[src/design/awm_ram.sv]
// ----------------------------------------------------------------------------
// awm_ram
// Generic RAM: one write port, two read ports, registered read data,
// read-before-write on a shared address.
// ----------------------------------------------------------------------------
`default_nettype none

module awm_ram #(
  parameter int WIDTH = 8,
  parameter int DEPTH = 16
) (
  input  wire logic                                   clk_i,
  input  wire logic                                   we_i,
  input  wire logic [(DEPTH > 1 ? $clog2(DEPTH) : 1)-1:0] waddr_i,
  input  wire logic [WIDTH-1:0]                       wdata_i,
  input  wire logic [(DEPTH > 1 ? $clog2(DEPTH) : 1)-1:0] raddr_a_i,
  output logic      [WIDTH-1:0]                       rdata_a_o,
  input  wire logic [(DEPTH > 1 ? $clog2(DEPTH) : 1)-1:0] raddr_b_i,
  output logic      [WIDTH-1:0]                       rdata_b_o
);

  logic [WIDTH-1:0] mem_q [DEPTH];

  always_ff @(posedge clk_i) begin
    rdata_a_o <= mem_q[raddr_a_i];
    rdata_b_o <= mem_q[raddr_b_i];
    if (we_i) begin
      mem_q[waddr_i] <= wdata_i;
    end
  end

endmodule

`default_nettype wire

[config.mk]
export PLATFORM = sky130hd
export DESIGN_NAME = awm_ram
export DESIGN_NICKNAME = d
export VERILOG_FILES = /design/src/design/awm_ram.sv
export SDC_FILE = /design/constraint.sdc
export NUM_CORES = 1
export LEC_CHECK = 0
export ABC_CLOCK_PERIOD_IN_PS = 3100
export BUFFER_PORTS_ARGS = -buffer_cell sky130_fd_sc_hd__buf_2
export CORE_MARGIN = 3
export CORE_UTILIZATION = 28
export CTS_BUF_LIST = sky130_fd_sc_hd__clkbuf_16
export DETAILED_ROUTE_END_ITERATION = 7
export GPL_ROUTABILITY_DRIVEN = 0
export PLACE_DENSITY = 0.41
export SKIP_LAST_GASP = 1
export SLEW_MARGIN = 10
export SYNTH_ARGS = -nofsm -noshare
export SYNTH_HDL_FRONTEND = slang
export SYNTH_SLANG_ARGS = --single-unit
[constraint.sdc]
create_clock -name clk_i -period 3.1 [get_ports clk_i]
set_clock_uncertainty 0.05 [all_clocks]
set_input_delay 0.775 -clock clk_i [delete_from_list [all_inputs] [get_ports clk_i]]
set_output_delay 0.775 -clock clk_i [all_outputs]
set_load 0.005 [all_outputs]
After elaboration in Yosys (flattened, before gate mapping)
Memories as Yosys holds them, arrays and structs flattened. A register that Yosys moved wholly into a read port is not among the register bits.
Cells that the tools add are included.

word-level totals
  register bits after elaboration = 0
  RAM bits = 128
  word-level logic and storage cells = 3
  memories kept = 1
  output and inout port bits = 16
  input port bits = 22

cells by class
  muxes and demuxes = 2

memory list
  name   depth  width  read ports  clocked after Yosys merged registers in  write ports  line  RTL
  mem_q  16     8      2           2                                        1            22    logic [WIDTH-1:0] mem_q [DEPTH];

operator list
  kind               count
  1-bit two-way mux  2

Depth between registers and ports, before layout
Gate-level depths: netlist (run 1).

  depth in word-level cells = 2
  mapped depth = 5
  gate-level depth less buffers = 3

Worst setup path after synthesis (run 1)
OpenSTA, ideal clock, no wires.

  path type = input-to-reg
  from = input waddr_i[2] (netlist name)
  to = memory mem_q[0][0] (enable)
  data arrival time = 1,885 ps
  buffers on the path = 0
  path slack = 782 ps
  stages on the path = 2
  setup time = 383 ps
  data required time = 2,667 ps
  cells stage by stage = or3b_2 nor3_1

RTL lines
  item                line  RTL
  start: declaration  14    input wire logic [(DEPTH > 1 ? $clog2(DEPTH) : 1)-1:0] waddr_i,
  end: declaration    22

No word-level cell before the write port.

==> results.toml, run 1 <==
[grt]
grt_overflow = 0
grt_max_degree = 21
grt_pass1_vias = 3572
antenna_found_initial = 0
grtUsageTotal_pct = 14.01
grt_pass1_wl_um = 23850

[yosys]
avgSynthCellArea_um2 = 20.67
yosysTopAreaCell = "edfxtp_1"
yosysUniqueCellTypes = 20
yosys-top-cells-count = "edfxtp_1 (128), mux4_2 (34), a22oi_1 (32)"
synth_cells = 307
yosysSeqAreaShare_pct = 65.62
syn-cell-area_um2 = 6346
yosysWarnings = 0
ys_ff_latch = 144
synth_edf_count = 128
synth_ff_type = "edfxtp_1"
synth-async-reset-ratio_pct = 0
synth_top_area_share_pct = 60.57
synth_fp_nets = 329
synth_area_leaders = "edfxtp_1 (61%), mux4_2 (12%), mux4_1 (12%)"
synth.most_common_cell = "edfxtp_1"

[critical_path]
path_buf_inv = 2
worst_setup_path_start_kind = "primary input"
r2r_slack_ps = 1470
critPathMaxStageDelay_ps = 590
crit_chain = "buf_2, buf_4, mux4_1, a22oi_1, nand2_1"
end_kind = "register"
setup.worst_path.class = "primary input to register"
arrival_ps = 2310
slowest_stage = "mux4_1"
critPathTopFamily = "multiplexers"
path_depth = 5
required_ps = 3350
crit_path_max_fanout = 10
ff2ff_path_depth = 3

[clock_tree]
cts_buffer_depth = 2
h-tree-depth = 4
clock_latency_ps = 420
numCtsBuffers = 17
post_cts_buffers = 0
clock-root-buffer = "clkbuf_16"
cts_resized = 0
cts_hold_buf = 0
clkSlewWorstSetupHoldPaths_ps = 60
cts_tree = "done"
clock_sinks = 144

[routing]
drc_errors = 0
dr.pass1.iters = 4
vias_per_cell = 4.989
routed_wl_um = 16210
ant_nets = 0
wl_per_cell_um = 24.45
route.top_layer_used = "met4"
dr.first_iter.drc_count = 230
wl_met1_um = 7161
vias = 3308
wl_met2_um = 7845
wl_met3_um = 886

[power_and_ir_drop]
switching_share_pct = 22.50
seqPwrFrac_pct = 48.4
ir_drop_mv = 0.2916
total_power_mw = 4.537
clockPowerShare_pct = 44.3
p_sw_mw = 1.021
power.leakage_nw = 2.581
combPwrFrac_pct = 7.3
p_per_area_nw_per_um2 = 603.3
power.internal_mw = 3.516

[cells_and_area]
fin_area_um2 = 7521
syn2layout_area_growth_pct = 18.51
num_antenna_cells = 0
finalNetCount = 392
nFillCells = 2081
drive_gt1_share_pct = 34.46

[sta]
finalSetupViolCount = 0
min_period_over_period_pct = 66.46
maxSlewViolCount = 0
whs_ps = 643.9
hold_violations = 0
max_slew.worst_pin.slew_ps = 923.8
setup_tns_ps = 0
slew-limit-headroom_pct = 38.19
rsz0062_at_grt = "no"
fmax_mhz = 485.4
fin_crit_ps = 2060

[place]
placed_area_um2 = 6937
portBuffers = 37
dp_hpwl_um = 10780

[run]
max-cap-violations = 0

[floorplanning]
die_h_um = 156.5
dieArea_um2 = 24510
core_um2 = 22030
std_cell_rows = 54
start_util_pct = 28.81
ios = 38
dieWidth_um = 156.5

[outcome]
status = "finished clean"

[hold_path]
hold_path_class = "register to register"
holdPathStages = 3
-- registers in the layout (all words and copies together), names as in the netlist --
register / flops
mem_q: 128
rdata_b_o: 8
rdata_a_o: 8
-- metrics by stage --
step,util [%],cells,setup WS [ps]
6_report,34.15,663,1040
5_1_grt,34.15,663,964.8
4_1_cts,34.15,663,1037
3_5_place_dp,31.49,631,581.0
3_3_place_gp,31.49,631,627.7
2_1_floorplan,-,307,782.1
-- power groups by stage --
| stage | Combinational, mW | Sequential, mW | Clock, mW |
|---|---|---|---|
| 6_report | 0.329 | 2.20 | 2.01 |
| 5_1_grt | 0.361 | 2.20 | 2.15 |
| 4_1_cts | 0.338 | 2.20 | 2.06 |
| 3_5_place_dp | 0.339 | 2.24 | 0 |
| 3_3_place_gp | 0.337 | 2.24 | 0 |
| 2_1_floorplan | 0.196 | 2.23 | 0 |
-- cell type report --
cell class	instances	area [um^2]	area share [%]
sequential	144	4164	55.37
timing repair buffer	64	412.9	5.490
clock inverter	15	158.9	2.113
multi-input combinational	143	2009	26.72
tap	280	350.3	4.658
clock buffer	17	425.4	5.656
-- final timing paths --
| check | start | end |
|---|---|---|
| max reg2reg | mem_q[3][7] | rdata_b_o[7] |
| min | mem_q[14][7] | rdata_a_o[7] |
| max | raddr_b_i[0] | rdata_b_o[3] |
| min reg2reg | mem_q[14][7] | rdata_a_o[7] |
-- layer usage --
layer  global-route usage (%)  up-vias
met4                    4.544        0
met5                        0        -
li1                         -     1466
met3                    3.678       20
met1                    19.02     1720
met2                    22.07      102
-- cells in the final DEF (no fill, tap or decap) --
cell and n:
buf_4 25, mux4_4 2, clkinv_4 4, clkinv_2 2, a22oi_1 32, buf_12 2, and2b_1 2, nor3_1 4
mux4_1 28, nand3_1 1, edfxtp_1 128, dfxtp_1 16, clkinvlp_4 2, nor2b_1 2, nor2_1 14, nand2_1 17
inv_6 4, nand3b_1 2, nand2b_1 2, buf_2 37, or3b_2 1, clkinv_1 1, clkbuf_16 17, and2_1 2
mux4_2 34, bufinv_16 2
-- worst reg2reg max path: cells and delay by family (launching register included) --
| family | cells | cell delay, ps |
|---|---|---|
| mux | 1 | 610 |
| flops | 1 | 400 |
| compound gates | 1 | 320 |
| simple gates | 1 | 120 |
-- logic make-up (layout without fill, tap and decap cells) --
logic type | after synthesis | after routing | share of synthesized area, %
compound gates | 32 | 32 | 3.785
mux | 64 | 64 | 24.45
flops | 144 | 144 | 65.62
buf+inv | 20 | 96 | 2.721
simple gates | 47 | 47 | 3.430
Power figures use the tool's default switching activity.
==> inputs of run 2 (changes only) <==
- ABC_CLOCK_PERIOD_IN_PS: 3100 -> 1690
- PLACE_DENSITY: 0.41 -> 0.42
- clock period: 3.1 -> 1.69 ns (I/O delays scaled with it)
==> results.toml, run 2 (synthesis results as in run 1) <==
[outcome]
status = "finished clean"

[sta]
fmax_mhz = 618.8
hold_violations = 0
slew-limit-headroom_pct = 34.38
whs_ps = 348.9
finalSetupViolCount = 0
max_slew.worst_pin.slew_ps = 982.3
fin_crit_ps = 1616
min_period_over_period_pct = 95.62
maxSlewViolCount = 0
rsz0062_at_grt = "no"

[cells_and_area]
fin_util_pct = 35.44
largest_reg_flops = 128
num_antenna_cells = 0
multiInputGateArea_um2 = 2014
top_register = "mem_q"
syn2layout_area_growth_pct = 23.01
finalNetCount = 411
drive_gt1_share_pct = 37.81
nFillCells = 2049
register_area_um2 = 4164
layout_common_cells = "edfxtp_1 (128), buf_2 (37), buf_4 (35)"
stdcell_count = 682
final_common_cell = "edfxtp_1"
top_regs = "mem_q: 128 flops, rdata_a_o: 8 flops, rdata_b_o: 8 flops"
fin_area_um2 = 7806

[critical_path]
end_kind = "register"
crit_path_max_fanout = 15
arrival_ps = 1860
worst_setup_path_start_kind = "primary input"
r2r-start = "mem_q[9][4]"
setup.worst_path.class = "primary input to register"
crit_path_start = "raddr_b_i[0]"
required_ps = 1940

[power_and_ir_drop]
ir_drop_mv = 0.5430
power.leakage_nw = 2.708
p_per_area_nw_per_um2 = 1093

[place]
portBuffers = 37
placed_area_um2 = 7197
dp_hpwl_um = 11080
dp_cells = 650

[clock_tree]
post_cts_buffers = 0
clkSlewWorstSetupHoldPaths_ps = 60
clock-root-buffer = "clkbuf_16"
cts_hold_buf = 0
clock_sinks = 144
numCtsBuffers = 17
h-tree-depth = 4
cts_tree = "done"
cts_resized = 0
clock_latency_ps = 420
cts_buffer_depth = 2

[routing]
ant_nets = 0
dr.first_iter.drc_count = 201
routed_wl_um = 16020
vias = 3433
wl_per_cell_um = 23.49
dr.pass1.iters = 4
vias_per_cell = 5.034
drc_errors = 0

[hold_path]
hp-start = "wdata_i[0]"
hold_path_class = "primary input to register"

[run]
max-cap-violations = 0

[grt]
grt_pass1_vias = 3624
grt_max_degree = 18
antenna_found_initial = 0
grtUsageTotal_pct = 13.58
grt_pass1_wl_um = 23540
grt_overflow = 0

[floorplanning]
std_cell_rows = 54
start_util_pct = 28.81
core_um2 = 22030
dieArea_um2 = 24510
die_h_um = 156.5
ios = 38
dieWidth_um = 156.5
-- run 2: through the flow --
step	setup TNS (ps)	power [mW]	worst slack, ps
3_3_place_gp	-4643	4.787	-401.5
4_1_cts	0	8.635	61.40
5_1_grt	0	8.836	12.45
3_5_place_dp	-5023	4.788	-385.6
2_1_floorplan	-1423	4.451	-48.65
6_report	0	8.536	73.99
-- run 2: final cells by class --
cell class                 instances  share of cell area, %
clock inverter                    15                  2.356
clock buffer                      17                  5.450
timing repair buffer              83                  8.559
tap                              280                  4.488
multi-input combinational        143                  25.81
sequential                       144                  53.34
-- run 2: worst paths after layout --
| check | end | slack, ps | cells after the start |
|---|---|---|---|
| setup / recovery | rdata_b_o[5] | 70 | 6 |
| hold / removal | mem_q[7][0] | 350 | 1 |
| setup reg to reg | rdata_b_o[4] | 160 | 3 |
| hold reg to reg | rdata_a_o[2] | 640 | 3 |
-- run 2: critical path, stage by stage --
cell and delay [ps]:
buf_2 120, buf_12 180, buf_4 190, mux4_1 540, a22oi_1 290, nand2_1 100
-- run 2: per-layer routing --
metal	up-vias	track usage (%)	wire length, um
met2	95	21.97	7859
met1	1808	17.84	7074
met5	-	0	0
li1	1509	-	-
met3	21	3.567	766
met4	0	4.669	318
-- run 2: report_power, final --
| part | leakage, nW | switching, mW | internal, mW |
|---|---|---|---|
| Clock | 0.281 | 1.50 | 2.34 |
| Sequential | 1.29 | 0.0457 | 3.98 |
| Combinational | 1.14 | 0.338 | 0.331 |
