### src/design/awm_pkg.sv
// ----------------------------------------------------------------------------
// awm_pkg
// Shared types and constants of the sliding-window anagram matcher.
// ----------------------------------------------------------------------------
`default_nettype none

package awm_pkg;

  localparam int LETTER_W = 5;
  localparam int MODE_W   = 2;
  localparam int INDEX_W  = 16;

  // request kinds carried in tuser
  localparam logic [MODE_W-1:0] MODE_CLEAR   = 2'd0;
  localparam logic [MODE_W-1:0] MODE_PATTERN = 2'd1;
  localparam logic [MODE_W-1:0] MODE_TEXT    = 2'd2;

  // result queue
  localparam int FIFO_DEPTH = 4;
  localparam int FIFO_AW    = 2;
  localparam int FIFO_CW    = 3;

  typedef enum logic [1:0] {
    OP_CLEAR,
    OP_PATTERN,
    OP_TEXT
  } awm_op_e;

  typedef struct packed {
    logic               valid;
    logic [INDEX_W-1:0] index;
  } awm_push_t;

endpackage

`default_nettype wire

### src/design/awm_out_fifo.sv
// ----------------------------------------------------------------------------
// awm_out_fifo
// Small result queue in front of the master stream; reports its fill level
// so the input side can hold off before it overflows.
// ----------------------------------------------------------------------------
`default_nettype none

module awm_out_fifo import awm_pkg::*; (
  input  wire logic               clk_i,
  input  wire logic               rst_ni,
  input  wire awm_push_t          push_i,
  output logic [FIFO_CW-1:0]      count_o,
  output logic                    m_tvalid_o,
  input  wire logic               m_tready_i,
  output logic [INDEX_W-1:0]      m_tdata_o
);

  logic [INDEX_W-1:0] entry_q [FIFO_DEPTH];
  logic [FIFO_AW-1:0] wr_q, rd_q;
  logic [FIFO_CW-1:0] cnt_q, cnt_d;
  logic               pop;

  assign pop        = m_tvalid_o && m_tready_i;
  assign m_tvalid_o = (cnt_q != '0);
  assign m_tdata_o  = entry_q[rd_q];
  assign count_o    = cnt_q;

  always_comb begin
    cnt_d = cnt_q;
    if (push_i.valid && !pop) begin
      cnt_d = cnt_q + FIFO_CW'(1);
    end else if (!push_i.valid && pop) begin
      cnt_d = cnt_q - FIFO_CW'(1);
    end
  end

  always_ff @(posedge clk_i or negedge rst_ni) begin
    if (!rst_ni) begin
      wr_q  <= '0;
      rd_q  <= '0;
      cnt_q <= '0;
    end else begin
      cnt_q <= cnt_d;
      if (push_i.valid) begin
        wr_q <= wr_q + FIFO_AW'(1);
      end
      if (pop) begin
        rd_q <= rd_q + FIFO_AW'(1);
      end
    end
  end

  always_ff @(posedge clk_i) begin
    if (push_i.valid) begin
      entry_q[wr_q] <= push_i.index;
    end
  end

endmodule

`default_nettype wire

### config.mk
export PLATFORM = sky130hd
export DESIGN_NAME = awm_out_fifo
export DESIGN_NICKNAME = d
export VERILOG_FILES = /design/src/design/awm_pkg.sv /design/src/design/awm_out_fifo.sv
export SDC_FILE = /design/constraint.sdc
export NUM_CORES = 1
export LEC_CHECK = 0
export BUFFER_PORTS_ARGS = -buffer_cell sky130_fd_sc_hd__buf_4
export CAP_MARGIN = 10
export CORE_ASPECT_RATIO = 0.9
export CORE_UTILIZATION = 45
export CTS_BUF_LIST = sky130_fd_sc_hd__clkbuf_16
export CTS_CLUSTER_DIAMETER = 50
export DETAILED_ROUTE_END_ITERATION = 8
export HOLD_SLACK_MARGIN = 0.15
export PLACE_DENSITY = 0.74
export SLEW_MARGIN = 15
export SYNTH_ARGS = -nofsm -noshare
export SYNTH_HDL_FRONTEND = slang
export SYNTH_SLANG_ARGS = --single-unit
### constraint.sdc
create_clock -name clk_i -period 2.7 [get_ports clk_i]
set_input_delay 0.405 -clock clk_i [delete_from_list [all_inputs] [get_ports clk_i]]
set_output_delay 0.405 -clock clk_i [all_outputs]
set_load 0.05 [all_outputs]
Word level (Yosys, flattened, before mapping)

Memories as Yosys holds them, arrays and structs flattened.
Cells that the tools add are included.
Widths: inputs -> output; s select.

Reduce and logical (&&, ||, !) cells: 7
Add/subtract/negate cells: 4
Mux-type cells: 4

Operators with widths:

| kind                | number |
|---|---|
| $mux 3              | 2 |
| $add 2x1->2 const B | 2 |
| $add 3x1->3 const B | 1 |
| $logic_and 1x1->1   | 3 |
| $reduce_bool 3->1   | 1 |
| $sub 3x1->3 const B | 1 |
| $logic_not 1->1     | 2 |
| $mux 1              | 2 |
| $reduce_bool 2->1   | 1 |

Logic and storage cells: 19
Bits in registers: 7
Memories: 1
RAM bits: 64
Input port bits: 20
Output and inout port bits: 20

Memory list:

| name    | depth | width | rd ports | clocked after memory_dff | write ports | RTL line           | text |
|---|---|---|---|---|---|---|---|
| entry_q | 4     | 16    | 1        | 0                        | 1           | awm_out_fifo.sv:18 | `logic [INDEX_W-1:0] entry_q [FIFO_DEPTH];` |

Longest topological paths before layout

Gate-level depths: netlist of run 1.

Depth in word-level cells: 5
Gate-level depth with buffers: 8
Mapped depth without buffers: 8

Worst setup path before layout of run 1

OpenSTA, ideal clock, no wires.

Kind: register -> register
From: register cnt_q[0] (netlist: count_o[0])
To: register cnt_q[2] (netlist: count_o[2])
Arrival time: 2.443 ns
Required time: 2.618 ns
Cell stages (with the launch flop): 9
Library setup time: 0.082 ns
Setup slack: 0.175 ns
Buffers on the path: 0
Period minus slack after synthesis: 2.525 ns
Cells stage by stage: dfrtp_1 or3_1 nand2_1 ha_1 inv_1 fa_1 xor2_1 nor2_1 xor2_1

Cells in the longest elaborated chain, start to end: 5
Elaborated cells between the ends (all ways): 10
Classes of those cells: add/sub (2); mux (2); reduce/logical (6)

RTL lines:

| element                                            | RTL line           | text |
|---|---|---|
| from (decl)                                        | awm_out_fifo.sv:20 | `logic [FIFO_CW-1:0] cnt_q, cnt_d;` |
| from (signal assigned)                             | awm_out_fifo.sv:43 | `cnt_q <= cnt_d;` |
| $reduce_bool 3->1 (*)                              | awm_out_fifo.sv:24 | `assign m_tvalid_o = (cnt_q != '0);` |
| via m_tvalid_o                                     | awm_out_fifo.sv:13 | `output logic m_tvalid_o,` |
| $logic_and 1x1->1 (*)                              | awm_out_fifo.sv:23 | `assign pop = m_tvalid_o && m_tready_i;` |
| $logic_not 1->1                                    | awm_out_fifo.sv:30 | `if (push_i.valid && !pop) begin` |
| $logic_and 1x1->1                                  | awm_out_fifo.sv:30 |  |
| $mux 3 / $reduce_bool 2->1 (equally long branches) | --                 |  |

The timed path passes the listed nets; every way through them passes the cells marked *. The select of a mux whose other input is x is not followed.
A chain may end at the register's enable or synchronous reset.

Final worst setup path of run 1

From: register rd_q[0]
To: output m_tdata_o[9]

Cells in the longest elaborated chain, start to end: 1

RTL lines:

| element                | RTL line           | text |
|---|---|---|
| from (decl)            | awm_out_fifo.sv:19 | `logic [FIFO_AW-1:0] wr_q, rd_q;` |
| from (signal assigned) | awm_out_fifo.sv:48 | `rd_q <= rd_q + FIFO_AW'(1);` |
| $mem_v2 4x16           | --                 |  |
| to (decl)              | awm_out_fifo.sv:15 | `output logic [INDEX_W-1:0] m_tdata_o` |

No other way between the ends.

==> results of run 1 <==
-- stage by stage --
stage | cells | area, µm²
6_report | 238 | 3340
3_3_place_gp | 223 | 3090
4_1_cts | 238 | 3340
3_5_place_dp | 223 | 3090
2_1_floorplan | 117 | 2740
5_1_grt | 238 | 3340
-- cell usage after synthesis --
library cell  count
xnor2_1           3
mux2_2            1
buf_2             2
mux4_2            8
xor2_1            3
nand2_1           2
inv_1             3
nor2_1            1
or3_1             1
buf_6             1
o21ai_0           1
dfrtp_1           7
and2_1            4
buf_12            1
edfxtp_1         64
ha_1              5
fa_1              1
nand3_1           1
mux4_1            8
-- worst max-delay path, stage by stage (launching register included) --
cell and delay [ns]:
dfrtp_1 0.39, buf_4 0.33, mux4_1 0.62, buf_4 0.21
-- registers in the layout, indices dropped and copies added, names as in the netlist --
signal and count:
entry_q 64, count_o 3, rd_q 2, wr_q 2
-- power breakdown --
group / switching, mW / internal, mW
Combinational: 1.06 / 0.585
Clock: 0.379 / 0.593
Sequential: 0.140 / 1.46
-- cell families (layout without fill, tap and decap cells) --
group	count (synthesis)	count (layout)	share of synthesized area, %
DFF	71	71	76.6
muxes	17	17	14.7
and+or+nand+nor	9	9	1.74
buffers and inverters	7	58	1.92
adders and majority gates	6	6	3.02
xor gates and xnor gates	6	6	1.92
AOI/OAI and AO/OA	1	1	0.183
-- path summary, 6_finish.rpt --
path,end,slack [ns]
max,m_tdata_o[9],0.42
min,entry_q[3][6],0.28
max reg2reg,count_o[2],0.49
min reg2reg,rd_q[0],0.52
max in group asynchronous,rd_q[1],2.15
min in group asynchronous,count_o[0],0.43
-- layout make-up --
| cell class | count | area, µm² | share of cell area [%] |
|---|---|---|---|
| clock buffers | 9 | 225 | 6.74 |
| clock inverters | 5 | 18.8 | 0.562 |
| inverters | 3 | 11.3 | 0.337 |
| multi-input cells | 39 | 589 | 17.6 |
| flip-flops and latches | 71 | 2100 | 62.8 |
| well taps | 70 | 87.6 | 2.62 |
| repair buffers | 41 | 310 | 9.29 |
-- routing by layer --
layer  GRT usage, %  vias to the layer above
met1           17.6                      637
met2           25.7                       39
met5              0                        -
met3           5.85                       10
met4           9.31                        0
li1               -                      574
==> results.ini, run 1 <==
[global_route]
grt_pass1_vias=1403
grt_max_degree=18
grt_pass1_wl_um=7080
gr-total-overflow=0
grt_antenna_before_repair=0
grt_usage_pct=15.7

[routing]
wl_per_cell_um=18.5
route.met2.wl_um=2280
top_layer=met4
wl_met3_um=247
drt_iter0_drc=66
detail-route-antenna-nets=0
totalWireLength_um=4390
vias_per_cell=5.29
vias=1260
drc=6
dr.pass1.iters=6
wl_met1_um=1760

[placed_design]
place_congestion=0.700
dp_hpwl_um=2800
dp_slack_ns=0.494
port-buffer-count=39

[run]
drv_cap=0

[synthesis]
yosysTopAreaCellShare_pct=70.2
synth.top_cells.by_area=edfxtp_1 (70%), mux4_1 (7.7%), mux4_2 (6.6%)
syn_nets=143
synth_area_um2=2740
synth_top_area_cell=edfxtp_1
yosysWarnings=0
synth_cell_types=19
ys_ff_latch=71
avgSynthCellArea_um2=23.4
synthCells=117
seq_area_frac_synth_pct=76.6

[floorplanning]
start_util_pct=47.6
die_area_um2=6400
rows=26
die_w_um=84.2
core_um2=5760
die_height_um=76.0
ios=40

[outcome]
outcome=finished with violations
violations=design-rule violations

[finish]
num_antenna_cells=0
layout.nets=191
drive_gt1_share_pct=34.5
layout_commonest_cell=edfxtp_1
nFillCells=417
layout_common_cells=edfxtp_1 (64), buf_4 (40), clkbuf_16 (9), mux4_2 (8), mux4_1 (8)
area_growth_pct=21.9
fin_util_pct=58.0

[pwr]
leakage_nw=1.23
total_power_mw=4.21
p_per_area_nw_per_um2=1260
vdd_drop_max_mv=0.687

[clock_network]
clock_latency_ns=0.32
cts_resized=0
clk_path_buf_depth=2
cts_made_buffers=9
cts_tree=yes
cts_hold_buf=1
htree_levels=3
postCtsSetupRepairBufs=0
cts-root-buf=clkbuf_16
cts.sinks=71
clk_pin_slew_ns=0.05

[sta]
rsz0062_at_grt=false
slew_violations=0
fin_ws_ns=0.417
slew_headroom_pct=44.6
fin_crit_sh_pct=84.6
whs_ns=0.280
setup_viol=0
tns_ns=0
period_needed_ns=2.28
finalHoldViolations=0
worstMarginPinSlew_ns=0.831
finClkSkew_ns=0.00471
fmax_ghz=0.438

[hold_path]
hold_depth=1
hp-start=push_i[6]
hold_path.class=input port to flop

[critical_path]
timing.critical_path.to_type=output pin
worst-endpoint-arrival_ns=1.88
cp-startpoint=rd_q[0]
crit_required_ns=2.30
reg2reg_depth=8
critPathMaxFanout=16
rr_startpoint=count_o[0]
crit_type=flop to output pin
startpoint_type=flop

No activity file was read; power rests on OpenSTA's default activity.
==> run 2: changes to the inputs <==
==> constraint.sdc (replaced) <==
create_clock -name clk_i -period 2.2 [get_ports clk_i]
set_input_delay 0.33 -clock clk_i [delete_from_list [all_inputs] [get_ports clk_i]]
set_output_delay 0.33 -clock clk_i [all_outputs]
set_load 0.05 [all_outputs]
==> run 2 against run 1 <==
The run still ends with design-rule violations left. Global-route usage shrank 0.26 points. Clock skew fell by 0.0011 ns. Clock-buffer cell count stayed put. First-iteration DRC count fell by 38%. Routed wire length grew 1.0%. Combinational power rose by 31%. Hold slack worse by 0.072 ns. Sequential power increased by 20%. Critical endpoint is now m_tdata_o[8].
==> results.ini, run 2 (synthesized netlist as in run 1, its figures left out) <==
[clock_network]
clock_latency_ns=0.32  ; about the same
cts.sinks=71  ; unchanged
postCtsSetupRepairBufs=0  ; unchanged
cts-root-buf=clkbuf_16
cts_made_buffers=9  ; unchanged
cts_resized=0  ; unchanged
cts_tree=yes
htree_levels=3  ; unchanged
clk_path_buf_depth=2  ; unchanged
cts_hold_buf=1  ; unchanged
clk_pin_slew_ns=0.05  ; about the same

[finish]
area_growth_pct=24.7
largest_reg_flops=64  ; unchanged
num_antenna_cells=0  ; unchanged
nFillCells=409  ; -1.9%
layout.nets=196  ; +2.6%
drive_gt1_share_pct=40.6  ; +6.0 points
layout_commonest_cell=edfxtp_1
layout_common_cells=edfxtp_1 (64), buf_4 (44), clkbuf_16 (9), mux4_2 (8), mux4_1 (8)
instances_no_fill=245  ; +2.9%
regMostFlops=entry_q
fin_area_um2=3410  ; +2.2%

[critical_path]
critPathMaxFanout=16  ; unchanged
rr_startpoint=count_o[2]
cpPeakStageDelay_ns=0.58  ; -0.04 ns
slowest_stage=mux4_1
timing.critical_path.to_type=output pin
crit_type=flop to output pin
crit_required_ns=1.87  ; -0.43 ns
startpoint_type=flop
cp-startpoint=rd_q[0]
crit_chain=buf_12 -> mux4_1 -> buf_4
reg2reg_depth=8  ; unchanged
worst-endpoint-arrival_ns=1.75  ; -0.13 ns

[floorplanning]
die_area_um2=6400  ; unchanged
rows=26  ; unchanged
start_util_pct=47.6  ; unchanged
core_um2=5760  ; unchanged
ios=40  ; unchanged
die_w_um=84.2  ; unchanged
die_height_um=76.0  ; unchanged

[sta]
rsz0062_at_grt=false
finClkSkew_ns=0.00357  ; -0.00113 ns
worstMarginPinSlew_ns=0.389  ; -0.442 ns
fin_ws_ns=0.119  ; -0.298 ns
tns_ns=0  ; unchanged
slew_headroom_pct=74.1  ; +29 points
period_needed_ns=2.08
fmax_ghz=0.481
fin_crit_sh_pct=94.6
setup_viol=0  ; unchanged
finalHoldViolations=0  ; unchanged
slew_violations=0  ; unchanged

[pwr]
vdd_drop_max_mv=0.824  ; +20%
total_power_mw=5.27  ; +25%
leakage_nw=1.27  ; +3.2%
p_per_area_nw_per_um2=1540  ; +22%

[hold_path]
hold_depth=1  ; unchanged
hp-start=push_i[1]
hold_path.class=input port to flop

[run]
drv_cap=0  ; unchanged

[routing]
dr.pass1.iters=6  ; unchanged
vias=1272  ; +0.95%
drt_iter0_drc=41  ; -38%
totalWireLength_um=4440  ; +1.0%
detail-route-antenna-nets=0  ; unchanged
wl_per_cell_um=18.1  ; -1.9%
drc=8  ; +2
vias_per_cell=5.19  ; -1.9%

[outcome]
violations=design-rule violations
outcome=finished with violations

[placed_design]
port-buffer-count=39  ; unchanged
dp_hpwl_um=2940  ; +5.0%
numPlacedInstances=228  ; +2.2%
placed_area_um2=3150  ; +2.0%
dp_slack_ns=0.147  ; -0.348 ns
place_congestion=0.718  ; +2.5%

[global_route]
grt_usage_pct=15.4  ; -0.26 points
grt_pass1_vias=1405  ; +0.14%
grt_antenna_before_repair=0  ; unchanged
gr-total-overflow=0  ; unchanged
grt_max_degree=17  ; -1
grt_pass1_wl_um=7020  ; -0.78%

-- run 2: cell count changes in the layout (fill, tap and decap cells not counted), moves of 2 or more --
cell and delta:
dfrtp_1 -3, clkinv_1 -2, buf_4 +4, dfrtp_2 +3, clkinv_2 +2
-- run 2: report_power, final --
group          leakage (nW)  total (mW)  switching (mW)  internal (mW)
Clock                 0.133        1.21           0.470          0.740
Sequential            0.667        1.92           0.123           1.79
Combinational         0.469        2.15            1.36          0.786
-- run 2: per-stage QoR --
step | hold slack [ns] | utilization [%]
floorplan | 0.0344 | -
global placement | 0.144 | 54.7
detailed placement | 0.148 | 54.7
CTS | 0.197 | 59.3
global route | 0.197 | 59.3
finish | 0.208 | 59.3
-- run 2: worst max-delay path, delay by kind of cell (launching register included) --
family,cells,cell delay [ns]
muxes,1,0.58
DFF,1,0.44
buffers and inverters,2,0.41
-- run 2: cell type report --
type / count / area (µm²) / area share (%)
Clock buffer: 9 / 225 / 6.60
Clock inverter: 7 / 32.5 / 0.953
Inverter: 3 / 11.3 / 0.330
Multi-Input combinational cell: 39 / 597 / 17.5
Sequential cell: 71 / 2100 / 61.5
Tap cell: 70 / 87.6 / 2.57
Timing Repair Buffer: 46 / 360 / 10.6
-- run 2: path summary, 6_finish.rpt --
path / to / slack [ns]
setup / recovery: m_tdata_o[8] / 0.12
hold / removal: entry_q[0][1] / 0.21
setup reg to reg: count_o[2] / 0.14
hold reg to reg: rd_q[1] / 0.47
max in group asynchronous: count_o[1] / 1.70
min in group asynchronous: wr_q[1] / 0.36
-- run 2: per-layer routing --
layer	GRT usage [%]	vias up	share of wire (%)
met2	25.2	30	52
met1	17.8	655	42
met4	6.72	0	0.90
met3	6.61	5	5.1
met5	0	-	0
li1	-	582	-
==> run 3: changes to the inputs <==
--- a/config.mk
+++ b/config.mk
@@ -14,6 +14,8 @@
 export DETAILED_ROUTE_END_ITERATION = 8
 export HOLD_SLACK_MARGIN = 0.15
 export PLACE_DENSITY = 0.74
+export RECOVER_POWER = 100
+export SKIP_LAST_GASP = 1
 export SLEW_MARGIN = 15
 export SYNTH_ARGS = -nofsm -noshare
 export SYNTH_HDL_FRONTEND = slang
==> run 3 against run 2 <==
The flow still finishes with violations (design-rule violations). Power down 3.1%. Critical path type unchanged. Critical path depth unchanged. Highest routed layer unchanged. Clock power about the same.
==> results.ini, run 3 (synthesized netlist as in run 1, its figures left out) <==
[finish]
drive_gt1_share_pct=28.0  ; -13 points
num_antenna_cells=0  ; unchanged
area_growth_pct=20.3
regMostFlops=entry_q
layout_commonest_cell=edfxtp_1
fin_util_pct=57.2  ; -2.1 points
nFillCells=440  ; +7.6%
layout.nets=196  ; unchanged
largest_reg_flops=64  ; unchanged
layout_common_cells=edfxtp_1 (64), clkbuf_1 (22), clkbuf_16 (9), clkbuf_2 (9)

[sta]
slew_headroom_pct=55.7  ; -18 points
fin_crit_sh_pct=95.1  ; +0.54 points
period_needed_ns=2.09  ; +0.0119 ns
setup_viol=0  ; unchanged
worstMarginPinSlew_ns=0.665  ; +0.275 ns
slew_violations=0  ; unchanged
finClkSkew_ns=0.00342  ; -0.000150 ns
finalHoldViolations=0  ; unchanged
fmax_ghz=0.478  ; -0.57%
tns_ns=0  ; unchanged
whs_ns=0.246  ; +0.0376 ns
rsz0062_at_grt=false

[routing]
wl_per_cell_um=17.9  ; -1.4%
drt_iter0_drc=42  ; +2.4%
detail-route-antenna-nets=0  ; unchanged
vias_per_cell=5.22  ; +0.55%
dr.pass1.iters=6  ; unchanged
vias=1279  ; +0.55%
drc=8  ; unchanged
totalWireLength_um=4370  ; -1.4%

[clock_network]
htree_levels=3  ; unchanged
clock_latency_ns=0.32  ; about the same
cts-root-buf=clkbuf_16
clk_pin_slew_ns=0.05  ; about the same
cts_made_buffers=9  ; unchanged
clk_path_buf_depth=2  ; unchanged
cts_tree=yes
cts.sinks=71  ; unchanged
postCtsSetupRepairBufs=0  ; unchanged

[floorplanning]
die_area_um2=6400  ; unchanged
core_um2=5760  ; unchanged
die_height_um=76.0  ; unchanged
ios=40  ; unchanged
rows=26  ; unchanged
start_util_pct=47.6  ; unchanged
die_w_um=84.2  ; unchanged

[hold_path]
hold_path.class=input port to flop

[critical_path]
crit_required_ns=1.87  ; about the same
crit_type=flop to output pin
rr_startpoint=count_o[2]
slowest_stage=mux4_1
startpoint_type=flop
cpPeakStageDelay_ns=0.57  ; about the same
worst-endpoint-arrival_ns=1.76  ; about the same
rrSetupSlack_ns=0.14  ; about the same
endpoint=m_tdata_o[8]
timing.critical_path.to_type=output pin
cp-startpoint=rd_q[0]
crit_chain=buf_12 -> mux4_1 -> clkbuf_4
timing.rr.end=count_o[2]
reg2reg_depth=8  ; unchanged
critPathMaxFanout=16  ; unchanged

[outcome]
violations=design-rule violations
outcome=finished with violations

[placed_design]
place_congestion=0.718  ; unchanged
port-buffer-count=39  ; unchanged
dp_hpwl_um=2940  ; unchanged

[global_route]
grt_pass1_wl_um=7020  ; unchanged
grt_max_degree=17  ; unchanged
grt_usage_pct=15.4  ; unchanged
grt_pass1_vias=1405  ; unchanged
gr-total-overflow=0  ; unchanged
grt_antenna_before_repair=0  ; unchanged

[pwr]
vdd_drop_max_mv=0.790  ; -4.0%
total_power_mw=5.11  ; -3.1%
p_per_area_nw_per_um2=1550  ; +0.46%
leakage_nw=1.17  ; -7.5%

[run]
drv_cap=0  ; unchanged

## run 3: layout make-up
cell class	count	area (µm²)	share of cell area [%]
Clock buffer	9	225	6.84
Clock inverter	7	32.5	0.987
Inverter	3	11.3	0.342
Multi-Input combinational cell	39	597	18.1
Sequential cell	71	2100	63.8
Tap cell	70	87.6	2.66
Timing Repair Buffer	46	240	7.29
## run 3: worst min path at each step
| stage | end | slack (ns) | start | cells after the start |
|---|---|---|---|---|
| final | wr_q[0] | 0.25 | push_i[16] | 2 |
| after global routing | wr_q[0] | 0.25 | push_i[16] | 2 |
| after CTS | entry_q[2][1] | 0.20 | push_i[1] | 1 |
| after global placement | wr_q[0] | 0.14 | rst_ni | 1 |
| after detailed placement | wr_q[1] | 0.15 | rst_ni | 1 |
| after floorplan | count_o[0] | 0.03 | rst_ni | 0 |
## run 3: power breakdown
| group | leakage [nW] | internal (mW) | switching (mW) | total [mW] |
|---|---|---|---|---|
| Combinational | 0.374 | 0.635 | 1.35 | 1.99 |
| Sequential | 0.667 | 1.80 | 0.119 | 1.92 |
| Clock | 0.133 | 0.740 | 0.468 | 1.21 |
## run 3: what timing repair did
item / in CTS / in global routing
hold buffers: 1 / 0
hold endpoints to repair: 7 / 0
setup endpoints to repair: 0 / 0
gates resized for setup: 0 / 0
## run 3: through the flow
stage	cells	cell area, µm²	setup slack [ns]
4_1_cts	245	3410	0.0969
3_5_place_dp	228	3150	0.147
6_report	245	3290	0.107
2_1_floorplan	117	2750	0.00849
5_1_grt	245	3290	0.0121
3_3_place_gp	228	3150	0.242
## run 3: layer usage
| layer | up-vias | track usage [%] | share of wire, % |
|---|---|---|---|
| li1 | 583 | - | - |
| met1 | 655 | 17.8 | 41 |
| met2 | 37 | 25.2 | 52 |
| met3 | 4 | 6.61 | 5.8 |
| met4 | 0 | 6.72 | 0.78 |
| met5 | - | 0 | 0 |
## run 3: critical path, delay by kind of cell (launching register included)
family	cells	cell delay [ns]
buf+inv	2	0.43
flops	1	0.43
mux	1	0.57
